[src/hssmc_pkg.sv]
package hssmc_pkg;

  // default sizes of the position and tick counters
  localparam int unsigned POSITION_WIDTH_DEF = 32;
  localparam int unsigned INTERVAL_WIDTH_DEF = 16;

  // configuration register map
  localparam int unsigned     ADDR_WIDTH         = 3;
  localparam logic            REG_STEP_INTERVAL  = 1'b0;
  localparam logic [15:0]     STEP_INTERVAL_RST  = 16'd1000;

  // operation codes
  localparam logic [1:0] OP_TICK     = 2'd0;
  localparam logic [1:0] OP_MOVE_REL = 2'd1;
  localparam logic [1:0] OP_MOVE_ABS = 2'd2;
  localparam logic [1:0] OP_RELEASE  = 2'd3;

  // last entry of the half-step table
  localparam logic [2:0] PHASE_LAST = 3'd7;

  typedef struct packed {
    logic [1:0]         operation;
    logic signed [31:0] amount;
    logic               release_after;
  } in_item_t;

  typedef struct packed {
    logic [3:0]         coils;
    logic signed [31:0] position;
    logic               busy_res;
    logic               accepted;
    logic               move_done;
  } out_item_t;

  // half-step coil pattern for each phase
  function automatic logic [3:0] coil_pattern(logic [2:0] phase);
    logic [3:0] pat;
    case (phase)
      3'd0: pat = 4'b0001;
      3'd1: pat = 4'b0011;
      3'd2: pat = 4'b0010;
      3'd3: pat = 4'b0110;
      3'd4: pat = 4'b0100;
      3'd5: pat = 4'b1100;
      3'd6: pat = 4'b1000;
      default: pat = 4'b1001;
    endcase
    return pat;
  endfunction

endpackage

[src/hssmc_core.sv]
module hssmc_core #(
  parameter int unsigned POSITION_WIDTH = hssmc_pkg::POSITION_WIDTH_DEF,
  parameter int unsigned INTERVAL_WIDTH = hssmc_pkg::INTERVAL_WIDTH_DEF
) (
  input  logic                 clk_i,
  input  logic                 rst_ni,
  input  logic                 item_valid_i,
  input  hssmc_pkg::in_item_t  item_i,
  input  logic [15:0]          step_interval_i,
  output hssmc_pkg::out_item_t result_o
);

  // compare width for tick count against the interval register
  localparam int unsigned CmpW = (INTERVAL_WIDTH > 16) ? INTERVAL_WIDTH : 16;

  logic [2:0]                phase_q, phase_d;
  logic [POSITION_WIDTH-1:0] pos_q, pos_d;
  logic [POSITION_WIDTH-1:0] steps_q, steps_d;
  logic                      backward_q, backward_d;
  logic                      moving_q, moving_d;
  logic                      release_q, release_d;
  logic [INTERVAL_WIDTH-1:0] cnt_q, cnt_d;
  logic [3:0]                coil_q, coil_d;

  logic signed [POSITION_WIDTH-1:0] amt_pw;
  logic [POSITION_WIDTH-1:0]        delta;
  logic [INTERVAL_WIDTH-1:0]        cnt_inc;
  logic [15:0]                      ivl;
  logic                             step_now;
  logic                             acc;
  logic                             done;

  // amount brought to position width, sign kept
  assign amt_pw  = POSITION_WIDTH'(item_i.amount);
  assign delta   = (item_i.operation == hssmc_pkg::OP_MOVE_REL) ? $unsigned(amt_pw)
                                                                : $unsigned(amt_pw) - pos_q;
  assign cnt_inc = cnt_q + INTERVAL_WIDTH'(1);
  assign ivl     = (step_interval_i == 16'd0) ? 16'd1 : step_interval_i;
  assign step_now = (CmpW'(cnt_inc) >= CmpW'(ivl)) || (cnt_inc == '0);

  // next state for the item at the input
  always_comb begin
    phase_d    = phase_q;
    pos_d      = pos_q;
    steps_d    = steps_q;
    backward_d = backward_q;
    moving_d   = moving_q;
    release_d  = release_q;
    cnt_d      = cnt_q;
    coil_d     = coil_q;
    acc        = 1'b0;
    done       = 1'b0;
    unique case (item_i.operation) inside
      hssmc_pkg::OP_TICK: begin
        if (moving_q) begin
          if (step_now) begin
            cnt_d = '0;
            if (backward_q) begin
              phase_d = (phase_q == 3'd0) ? hssmc_pkg::PHASE_LAST : phase_q - 3'd1;
              pos_d   = pos_q - POSITION_WIDTH'(1);
            end else begin
              phase_d = (phase_q == hssmc_pkg::PHASE_LAST) ? 3'd0 : phase_q + 3'd1;
              pos_d   = pos_q + POSITION_WIDTH'(1);
            end
            coil_d  = hssmc_pkg::coil_pattern(phase_d);
            steps_d = steps_q - POSITION_WIDTH'(1);
            if (steps_d == '0) begin
              moving_d = 1'b0;
              done     = 1'b1;
              if (release_q) begin
                coil_d = 4'd0;
              end
            end
          end else begin
            cnt_d = cnt_inc;
          end
        end
      end
      hssmc_pkg::OP_MOVE_REL, hssmc_pkg::OP_MOVE_ABS: begin
        if (delta == '0) begin
          acc = 1'b1;
        end else if (!moving_q) begin
          acc        = 1'b1;
          backward_d = delta[POSITION_WIDTH-1];
          steps_d    = delta[POSITION_WIDTH-1] ? (~delta + POSITION_WIDTH'(1)) : delta;
          release_d  = item_i.release_after;
          cnt_d      = '0;
          moving_d   = 1'b1;
        end
      end
      default: begin
        coil_d = 4'd0;
      end
    endcase
  end

  // result seen after the item is applied
  always_comb begin
    result_o.coils     = coil_d;
    result_o.position  = 32'($signed(pos_d));
    result_o.busy_res  = moving_d;
    result_o.accepted  = acc;
    result_o.move_done = done;
  end

  // motor state
  always_ff @(posedge clk_i or negedge rst_ni) begin
    if (!rst_ni) begin
      phase_q    <= '0;
      pos_q      <= '0;
      steps_q    <= '0;
      backward_q <= 1'b0;
      moving_q   <= 1'b0;
      release_q  <= 1'b0;
      cnt_q      <= '0;
      coil_q     <= '0;
    end else if (item_valid_i) begin
      phase_q    <= phase_d;
      pos_q      <= pos_d;
      steps_q    <= steps_d;
      backward_q <= backward_d;
      moving_q   <= moving_d;
      release_q  <= release_d;
      cnt_q      <= cnt_d;
      coil_q     <= coil_d;
    end
  end

endmodule

[src/half_step_stepper_move_controller.sv]
// each result is registered in the output register, or in the skid entry while the output stalls
// throughput: one item per cycle while the skid entry is empty; the motor state updates in a single pass
// a two-entry output buffer keeps input taking items while one result waits
// reset: coils off, position and phase zero, idle, step interval 1000 ticks
module half_step_stepper_move_controller #(
  parameter int unsigned POSITION_WIDTH = hssmc_pkg::POSITION_WIDTH_DEF,
  parameter int unsigned INTERVAL_WIDTH = hssmc_pkg::INTERVAL_WIDTH_DEF
) (
  input  logic                                clk_i,
  input  logic                                rst_ni,
  input  logic                                in_valid_i,
  output logic                                in_stall_o,
  input  hssmc_pkg::in_item_t                 in_item_i,
  output logic                                out_valid_o,
  input  logic                                out_stall_i,
  output hssmc_pkg::out_item_t                out_item_o,
  input  logic                                psel,
  input  logic                                penable,
  input  logic                                pwrite,
  input  logic [hssmc_pkg::ADDR_WIDTH-1:0]    paddr,
  input  logic [31:0]                         pwdata,
  output logic [31:0]                         prdata,
  output logic                                pready
);

  logic [15:0]          step_interval_q;
  logic                 in_accept;
  logic                 out_ready;
  hssmc_pkg::out_item_t result;
  hssmc_pkg::out_item_t out_q;
  hssmc_pkg::out_item_t skid_q;
  logic                 out_valid_q;
  logic                 skid_valid_q;

  // configuration port
  assign pready = 1'b1;
  assign prdata = (paddr[2] == hssmc_pkg::REG_STEP_INTERVAL) ? {16'd0, step_interval_q}
                                                             : 32'd0;

  always_ff @(posedge clk_i or negedge rst_ni) begin
    if (!rst_ni) begin
      step_interval_q <= hssmc_pkg::STEP_INTERVAL_RST;
    end else if (psel && penable && pwrite && pready
                 && paddr[2] == hssmc_pkg::REG_STEP_INTERVAL) begin
      step_interval_q <= pwdata[15:0];
    end
  end

  // input handshake
  assign in_stall_o = skid_valid_q;
  assign in_accept  = in_valid_i && !skid_valid_q;

  hssmc_core #(
    .POSITION_WIDTH(POSITION_WIDTH),
    .INTERVAL_WIDTH(INTERVAL_WIDTH)
  ) u_core (
    .clk_i          (clk_i),
    .rst_ni         (rst_ni),
    .item_valid_i   (in_accept),
    .item_i         (in_item_i),
    .step_interval_i(step_interval_q),
    .result_o       (result)
  );

  // output register with skid entry
  assign out_ready = !out_valid_q || !out_stall_i;

  always_ff @(posedge clk_i or negedge rst_ni) begin
    if (!rst_ni) begin
      out_valid_q  <= 1'b0;
      skid_valid_q <= 1'b0;
    end else if (out_ready) begin
      out_valid_q  <= skid_valid_q || in_accept;
      skid_valid_q <= 1'b0;
    end else if (in_accept) begin
      skid_valid_q <= 1'b1;
    end
  end

  always_ff @(posedge clk_i) begin
    if (out_ready) begin
      out_q <= skid_valid_q ? skid_q : result;
    end else if (in_accept) begin
      skid_q <= result;
    end
  end

  assign out_valid_o = out_valid_q;
  assign out_item_o  = out_q;

endmodule

[config.mk]
export PLATFORM = sky130hd
export DESIGN_NAME = half_step_stepper_move_controller
export DESIGN_NICKNAME = d
export VERILOG_FILES = /design/src/hssmc_pkg.sv /design/src/hssmc_core.sv /design/src/half_step_stepper_move_controller.sv
export SDC_FILE = /design/constraint.sdc
export NUM_CORES = 1
export LEC_CHECK = 0
export BUFFER_PORTS_ARGS = -buffer_cell sky130_fd_sc_hd__clkbuf_2
export CORE_MARGIN = 2
export CORE_UTILIZATION = 55
export CTS_BUF_LIST = sky130_fd_sc_hd__clkbuf_4 sky130_fd_sc_hd__clkbuf_8
export DETAILED_ROUTE_END_ITERATION = 12
export GPL_TIMING_DRIVEN = 0
export PLACE_DENSITY = 0.77
export SETUP_SLACK_MARGIN = 0.15
export SLEW_MARGIN = 15
export SYNTH_ARGS = -nofsm -noshare
export SYNTH_HDL_FRONTEND = slang
export SYNTH_SLANG_ARGS = --single-unit
export TNS_END_PERCENT = 50
[constraint.sdc]
create_clock -name clk_i -period 4.5 [get_ports clk_i]
set_input_delay 0.45 -clock clk_i [delete_from_list [all_inputs] [get_ports clk_i]]
set_output_delay 0.45 -clock clk_i [all_outputs]
set_load 0.02 [all_outputs]
==> out/qor.txt, run 1 <==
Post-synth cell types - 90
Seq/Total Area, Yosys - 34.2%
Total die area - 28200 um^2
Asr flop ratio synth - 58.1%
Vias in the first global route - 12900
Final period util - 94.7%
GRT overflow - 0
Clk_lat worst skew - 0.49 ns
Clock Power Share - 11.0%
Worst-Margin Slew - 0.813 ns
WP buf/inv - 2
Syn Inst Count - 1687
Leakage Power - 7.11 nW
Root Driver - clkbuf_8
Total power draw - 10.7 mW
Layout fillers - 2204
Mean Syn Cell Area - 8.76 um^2
Comb power frac - 64.2%
Initial Util - 55.5%
WL final - 42900 um
Worst path top cell family by delay - simple AND/OR/NAND/NOR gates
CP Capture Type - flop
Int Power - 5.43 mW
CTS max path bufs - 2
Final nets - 2021
Row count - 60
Post-synth top area share - 17.3%
Drt first pass iters - 6
Fin crit period - 4.26 ns
FF+latch area - 5060 um^2
Final HPWL from detailed placement - 31900 um
Core Area - 26700 um^2
Sequential Power Share - 24.8%
Die height - 168 um
Total GRT Usage - 29.8%
Crit path arrival time - 4.67 ns
Post-route ant nets - 0
Worst Path Required - 4.91 ns
Max cap viols - 0
Initial antenna violation count - 0
HP Class - in -> reg
CP startpoint kind - flop
Worst path slowest cell - or4_1
CTS sink cnt - 186
Post-Syn Area - 14800 um^2
# diodes - 0
Pin count of the biggest net entering global routing - 63
Routed via count - 13900
Max-slew headroom - 45.3%
Worst-path cell chain - ha_1 -> fa_2 -> nor2b_2 -> o211ai_1 -> a21o_2 -> o211a_4 -> nor4_4 -> nor3_4 -> and4bb_2 -> nand3b_4 -> or4_1 -> buf_6 -> nand2_8 -> buf_8 -> a221o_1
IO Port Bufs - 114
CTS HTree Levels - 4
Total CTS buffers - 17
Crit-path max FO - 10
Synthesized flop and latch total - 186
Setup CP Type - reg -> reg
TritonCTS clock tree - yes
Ranking of synthesized cells by area - dfrtp_1 17%, edfxtp_1 16%, ha_1 7.5%
Avg WL per Cell - 19.4 um
Worst path max stage delay - 0.56 ns
# IOs - 151
Status - finished, final reports clean
Yosys warns - 0
Global-route wire length before repair - 67700 um
GPL Wtd Cong - 0.966
Dominant synthesized flop cell - dfrtp_1
Multi-input logic area - 9380 um^2
Post-synth EDFFs - 78
Clock transition at path regs - 0.12 ns
Pwr Density - 631 nW/um^2
Clock Skews - 0.0262 ns
Fmax - 235 MHz
Iteration-0 DRC Markers - 1350
R2r setup slk - 0.24 ns
Max VDD drop - 0.361 mV
RSZ-0062 raised after global routing - yes
Final setup vio count - 0
Layout cell share with drive strength beyond 1 - 21.0%
Area leader, netlist - dfrtp_1
Fin. Hold Viols - 0
DR vias/cell - 6.31
Area grow syn2layout - 14.3%
Worst hold margin - 0.182 ns
Net Sw Frac - 49.1%
Switching pwr - 5.23 mW
DRC violations left - 0
Slew Viols, Final - 0
Die W - 168 um
## cell usage in the layout, fill, tap and decap left out, types with 26 or more instances in the layout
master    netlist  final
xor2_1         37     37
mux2_2         74     74
ha_1           89     87
o21ai_0       123    121
edfxtp_1       78     78
a21oi_1       113    108
xnor2_1        45     43
clkbuf_2        3    131
inv_1          86     84
nor3_1         49     44
buf_4          17     37
a21o_1         43     43
clkbuf_1       58     39
nand2_1       160    159
dfrtp_1       102     99
or3_1          26     26
nand3_1        46     42
nand4_1        32     32
nor2_1        110    108
## final cells by class
| class | count | share of cell area [%] |
|---|---|---|
| Multi-Input combinational cell | 1326 | 55.5 |
| Sequential cell | 186 | 29.9 |
| Timing Repair Buffer | 133 | 4.55 |
| Buffer | 102 | 3.26 |
| Tap cell | 341 | 2.52 |
| Inverter | 87 | 1.95 |
| Clock buffer | 18 | 1.47 |
| Clock inverter | 14 | 0.837 |
## path summary, 6_finish.rpt
kind	to	cells after the start	startpoint
max in group asynchronous	u_core.backward_q	3	rst_ni
max	u_core.steps_q[18]	15	u_core.pos_q[0]
min in group asynchronous	u_core.steps_q[23]	2	rst_ni
min reg2reg	u_core.coil_q[3]	2	u_core.coil_q[3]
min	step_interval_q[10]	2	pwdata[10]
max reg2reg	u_core.steps_q[18]	15	u_core.pos_q[0]
## cell usage after synthesis (16+ instances only)
cell type / n
nand2b_1: 17
o31ai_1: 18
dfrtp_1: 102
a21oi_1: 113
xor2_1: 37
nor3_1: 49
nor4_1: 16
clkbuf_1: 58
or3_1: 26
a31oi_1: 18
a21o_1: 43
nor2_1: 110
o211ai_1: 21
buf_4: 17
ha_1: 89
inv_1: 86
buf_2: 18
and3_1: 21
nand2_1: 160
mux2_2: 74
o21ai_0: 123
xnor2_1: 45
nand4_1: 32
edfxtp_1: 78
nand3_1: 46
## stage by stage
stage	worst slack, ns	utilization (%)	area (um^2)	setup TNS [ns]	std cells
after global placement	-1.18	59.4	15800	-65.32	2157
after detailed placement	-1.30	59.7	15900	-58.60	2160
after global routing	0.100	63.4	16900	0	2207
after CTS	0.0769	62.1	16600	0	2198
after floorplan	0.261	-	14800	0	1702
final	0.238	63.4	16900	0	2207
## power groups by stage
| stage | clock network [mW] | registers, mW | logic [mW] |
|---|---|---|---|
| after floorplan | 0 | 2.67 | 4.72 |
| after global placement | 0 | 2.64 | 6.09 |
| after detailed placement | 0 | 2.66 | 6.29 |
| after CTS | 1.18 | 2.63 | 6.48 |
| after global routing | 1.24 | 2.70 | 7.47 |
| final | 1.17 | 2.64 | 6.84 |
## logic make-up (layout without fill, tap and decap cells)
| logic type | after synthesis | count (layout) | share of synthesized area, % |
|---|---|---|---|
| other cells | 2 | 17 | 0.0508 |
| compound gates | 481 | 481 | 21.3 |
| mux | 86 | 86 | 6.45 |
| fa+ha+maj | 91 | 91 | 7.80 |
| buf+inv | 190 | 354 | 5.54 |
| flops | 186 | 186 | 34.2 |
| xor+xnor | 82 | 82 | 4.86 |
| simple gates | 569 | 569 | 19.8 |
## per-layer routing
layer  track usage, %  wire, um
met1             39.7     18200
met2             49.8     20200
met3             3.74      2910
met4             11.5      1500
met5                0         0
## state kept, by name, indices dropped and copies added (netlist names), 3 cells and up
register,cells
u_core.phase_q,3
u_core.steps_q,32
u_core.pos_q,32
u_core.coil_q,4
out_item_o,39
skid_q,39
step_interval_q,16
u_core.cnt_q,16
## repair_timing
item | CTS | global route
pin swaps | 5 | 15
setup endpoints to repair | 127 | 153
gates resized for setup | 44 | 84
buffers inserted | 5 | 10
endpoints found under the hold margin | 40 | 0
hold buffers | 1 | 0
(Power assumes the default switching activity.)
==> run 2: changes to the inputs <==
--- a/config.mk
+++ b/config.mk
@@ -5,6 +5,7 @@
 export SDC_FILE = /design/constraint.sdc
 export NUM_CORES = 1
 export LEC_CHECK = 0
+export ABC_AREA = 1
 export BUFFER_PORTS_ARGS = -buffer_cell sky130_fd_sc_hd__clkbuf_2
 export CORE_MARGIN = 2
 export CORE_UTILIZATION = 55
@@ -12,6 +13,7 @@
 export DETAILED_ROUTE_END_ITERATION = 12
 export GPL_TIMING_DRIVEN = 0
 export PLACE_DENSITY = 0.77
+export REMOVE_ABC_BUFFERS = 1
 export SETUP_SLACK_MARGIN = 0.15
 export SLEW_MARGIN = 15
 export SYNTH_ARGS = -nofsm -noshare
==> out/qor.txt, run 2 <==
R2R Path End - u_core.steps_q[8] (was u_core.steps_q[18])
DRC violations left - 0 (unchanged)
Cell area after layout - 17000 um^2 (was 16900 um^2)
Row count - 61 (was 60)
Syn Inst Count - 2362 (was 1687)
Hold path startpoint - pwdata[9] (was pwdata[10])
Total CTS buffers - 17 (unchanged)
Drt first pass iters - 5 (was 6)
DR top layer - met4 (unchanged)
Ranking of synthesized cells by area - nand2_1 20%, dfrtp_1 16%, edfxtp_1 15% (was dfrtp_1 17%, edfxtp_1 16%, ha_1 7.5%)
Most frequent cells in the layout - 829 x nand2_1, 298 x inv_1, 227 x nor2_1 (was 159 x nand2_1, 131 x clkbuf_2, 121 x o21ai_0)
Max VDD drop - 0.229 mV (was 0.361 mV)
CP Launch Point - u_core.pos_q[23] (was u_core.pos_q[0])
Synth top cells by count - 833 x nand2_1, 299 x inv_1, 228 x nor2_1 (was 160 x nand2_1, 123 x o21ai_0, 113 x a21oi_1)
Clock Skews - 0.0200 ns (was 0.0262 ns)
Layout Cells excl Fill - 2840 (was 2207)
Leakage Power - 8.91 nW (was 7.11 nW)
Fmax - 253 MHz (was 235 MHz)
Die height - 173 um (was 168 um)
Worst Path Required - 4.88 ns (was 4.91 ns)
Final HPWL from detailed placement - 33500 um (was 31900 um)
RSZ-0062 raised after global routing - no (was yes)
Cell Area, Placed - 16600 um^2 (was 15900 um^2)
Final setup vio count - 0 (unchanged)
Final period util - 87.8% (was 94.7%)
WL final - 43500 um (was 42900 um)
Initial antenna violation count - 0 (unchanged)
Post-Syn Area - 15700 um^2 (was 14800 um^2)
WL met2 - 19900 um (was 20200 um)
Final nets - 2617 (was 2021)
# IOs - 151 (unchanged)
Setup TNS - 0 ns (unchanged)
Synthesized flop and latch total - 186 (unchanged)
Layout cell share with drive strength beyond 1 - 10.7% (was 21.0%)
Total power draw - 7.18 mW (was 10.7 mW)
Max cap viols - 0 (unchanged)
Worst path slowest cell - nor4_1 (was or4_1)
Dominant cell by count in the synthesized netlist - nand2_1 (unchanged)
Crit path arrival time - 4.33 ns (was 4.67 ns)
Metal-1 WL - 20400 um (was 18200 um)
Post-synth EDFFs - 78 (unchanged)
Seq/Total Area, Yosys - 32.2% (was 34.2%)
Pwr Density - 422 nW/um^2 (was 631 nW/um^2)
Routed via count - 15300 (was 13900)
Met3 WL - 2680 um (was 2910 um)
CTS HTree Levels - 4 (unchanged)
Mean Syn Cell Area - 6.65 um^2 (was 8.76 um^2)
Root Driver - clkbuf_8 (unchanged)
Max-slew headroom - 27.1% (was 45.3%)
Worst-path cell chain - inv_1 -> ha_1 -> nand2_1 -> nor4_1 -> a21oi_1 -> nand3_1 -> nand2_1 -> nand2_1 -> nand2_2 -> nor2_1 -> nand2_1 -> nor2_2 -> nand3_4 -> nand2_8 -> inv_4 -> nand2_1 -> o21ai_2 (was ha_1 -> fa_2 -> nor2b_2 -> o211ai_1 -> a21o_2 -> o211a_4 -> nor4_4 -> nor3_4 -> and4bb_2 -> nand3b_4 -> or4_1 -> buf_6 -> nand2_8 -> buf_8 -> a221o_1)
Post-synth cell types - 55 (was 90)
HP Class - in -> reg (unchanged)
CP startpoint kind - flop (unchanged)
Area grow syn2layout - 8.24% (was 14.3%)
Pin count of the biggest net entering global routing - 61 (was 63)
Worst r2r src - u_core.pos_q[23] (was u_core.pos_q[0])
GRT overflow - 0 (unchanged)
CTS max path bufs - 2 (unchanged)
# diodes - 0 (unchanged)
Fin crit period - 3.95 ns (was 4.26 ns)
Placed Cells - 2805 (was 2160)
Global-route wire length before repair - 70400 um (was 67700 um)
Most common cell after layout, fill and taps aside - nand2_1 (unchanged)
CP Capture Type - flop (unchanged)
Yosys warns - 0 (unchanged)
Post-route ant nets - 0 (unchanged)
GPL Wtd Cong - 0.950 (was 0.966)
Area leader, netlist - nand2_1 (was dfrtp_1)
Post-synth top area share - 19.9% (was 17.3%)
Post-CTS setup buffers - 0 (was 5)
Core Area - 27900 um^2 (was 26700 um^2)
Clock transition at path regs - 0.12 ns (about the same)
Fin. Hold Viols - 0 (unchanged)
Slew Viols, Final - 0 (unchanged)
Crit-path max FO - 36 (was 10)
Crit path top cell by count - nand2_1
Worst path max stage delay - 0.60 ns (was 0.56 ns)
Total die area - 29900 um^2 (was 28200 um^2)
Asr flop ratio synth - 58.1% (unchanged)
Utilization after layout - 60.9% (was 63.4%)
Worst-Margin Slew - 1.09 ns (was 0.813 ns)
Iteration-0 DRC Markers - 1336 (was 1350)
IO Port Bufs - 115 (was 114)
Avg WL per Cell - 15.3 um (was 19.4 um)
CTS sink cnt - 186 (unchanged)
DR vias/cell - 5.40 (was 6.31)
CP endpoint - u_core.steps_q[8] (was u_core.steps_q[18])
Dominant synthesized flop cell - dfrtp_1 (unchanged)
Worst reg2reg path depth - 17 (was 15)
Status - finished, final reports clean (unchanged)
Vias in the first global route - 14000 (was 12900)
Setup CP Type - reg -> reg (unchanged)
TritonCTS clock tree - yes (unchanged)
Initial Util - 56.3% (was 55.5%)
Total GRT Usage - 28.9% (was 29.8%)
R2r setup slk - 0.55 ns (was 0.24 ns)
Die W - 173 um (was 168 um)
Clk_lat worst skew - 0.51 ns (was 0.49 ns)
-- run 2: worst min path at each step --
stage / slack, ns / cells past startpoint / end
after detailed placement: 0.43 / 1 / out_valid_o
after CTS: 0.12 / 3 / step_interval_q[9]
after floorplan: 0.15 / 0 / in_stall_o
after global placement: 0.46 / 2 / u_core.coil_q[1]
final: 0.14 / 3 / step_interval_q[9]
after global routing: 0.15 / 3 / step_interval_q[8]
-- run 2: what timing repair did --
item,4_1_cts,5_1_grt
hold endpoints to repair,42,0
gates cloned,1,0
pin swaps,1,0
resized for setup,3,5
hold buffers,1,0
setup endpoints to repair,87,113
-- run 2: cell type report --
class / count / area [um^2]
inverter: 324 / 1220
fill: 2754 / 10900
tap: 378 / 473
sequential: 186 / 5060
clock inverter: 14 / 153
clock buffer: 18 / 241
timing repair buffer: 123 / 748
multi-input combinational: 1797 / 9110
-- run 2: through the flow --
stage / setup WS [ns] / hold slack [ns]
detailed placement: -0.347 / 0.434
global route: 0.170 / 0.151
global placement: -2.65 / 0.461
finish: 0.551 / 0.140
CTS: 0.261 / 0.115
floorplan: 0.0305 / 0.154
-- run 2: critical path, delay by kind of cell, from the launching register on --
kind / cells / cell delay (ns)
compound gates: 2 / 0.33
simple gates: 12 / 2.32
flops: 1 / 0.38
buf+inv: 2 / 0.31
fa+ha+maj: 1 / 0.41
-- run 2: kinds of logic (layout without fill, tap and decap cells) --
| kind of cell | count (synthesis) | in the layout | share of synthesized area [%] |
|---|---|---|---|
| and+or+nand+nor | 1348 | 1349 | 36.0 |
| buffers and inverters | 395 | 479 | 10.5 |
| AOI/OAI and AO/OA | 263 | 263 | 9.69 |
| DFF | 186 | 186 | 32.2 |
| adders and majority gates | 91 | 91 | 7.34 |
| xor gates and xnor gates | 77 | 77 | 4.34 |
| other | 2 | 17 | 0.0478 |
-- run 2: metal layers --
layer,GRT usage [%],vias up
met5,0,-
met2,47.3,513
met4,6.50,0
met3,3.54,48
li1,-,7695
met1,41.0,7068
-- run 2: where the power goes --
group	switching, mW	leakage (nW)	internal [mW]
registers	0.254	1.95	2.01
clock network	0.720	0.197	0.467
logic	2.49	6.76	1.24
total	3.47	8.91	3.72
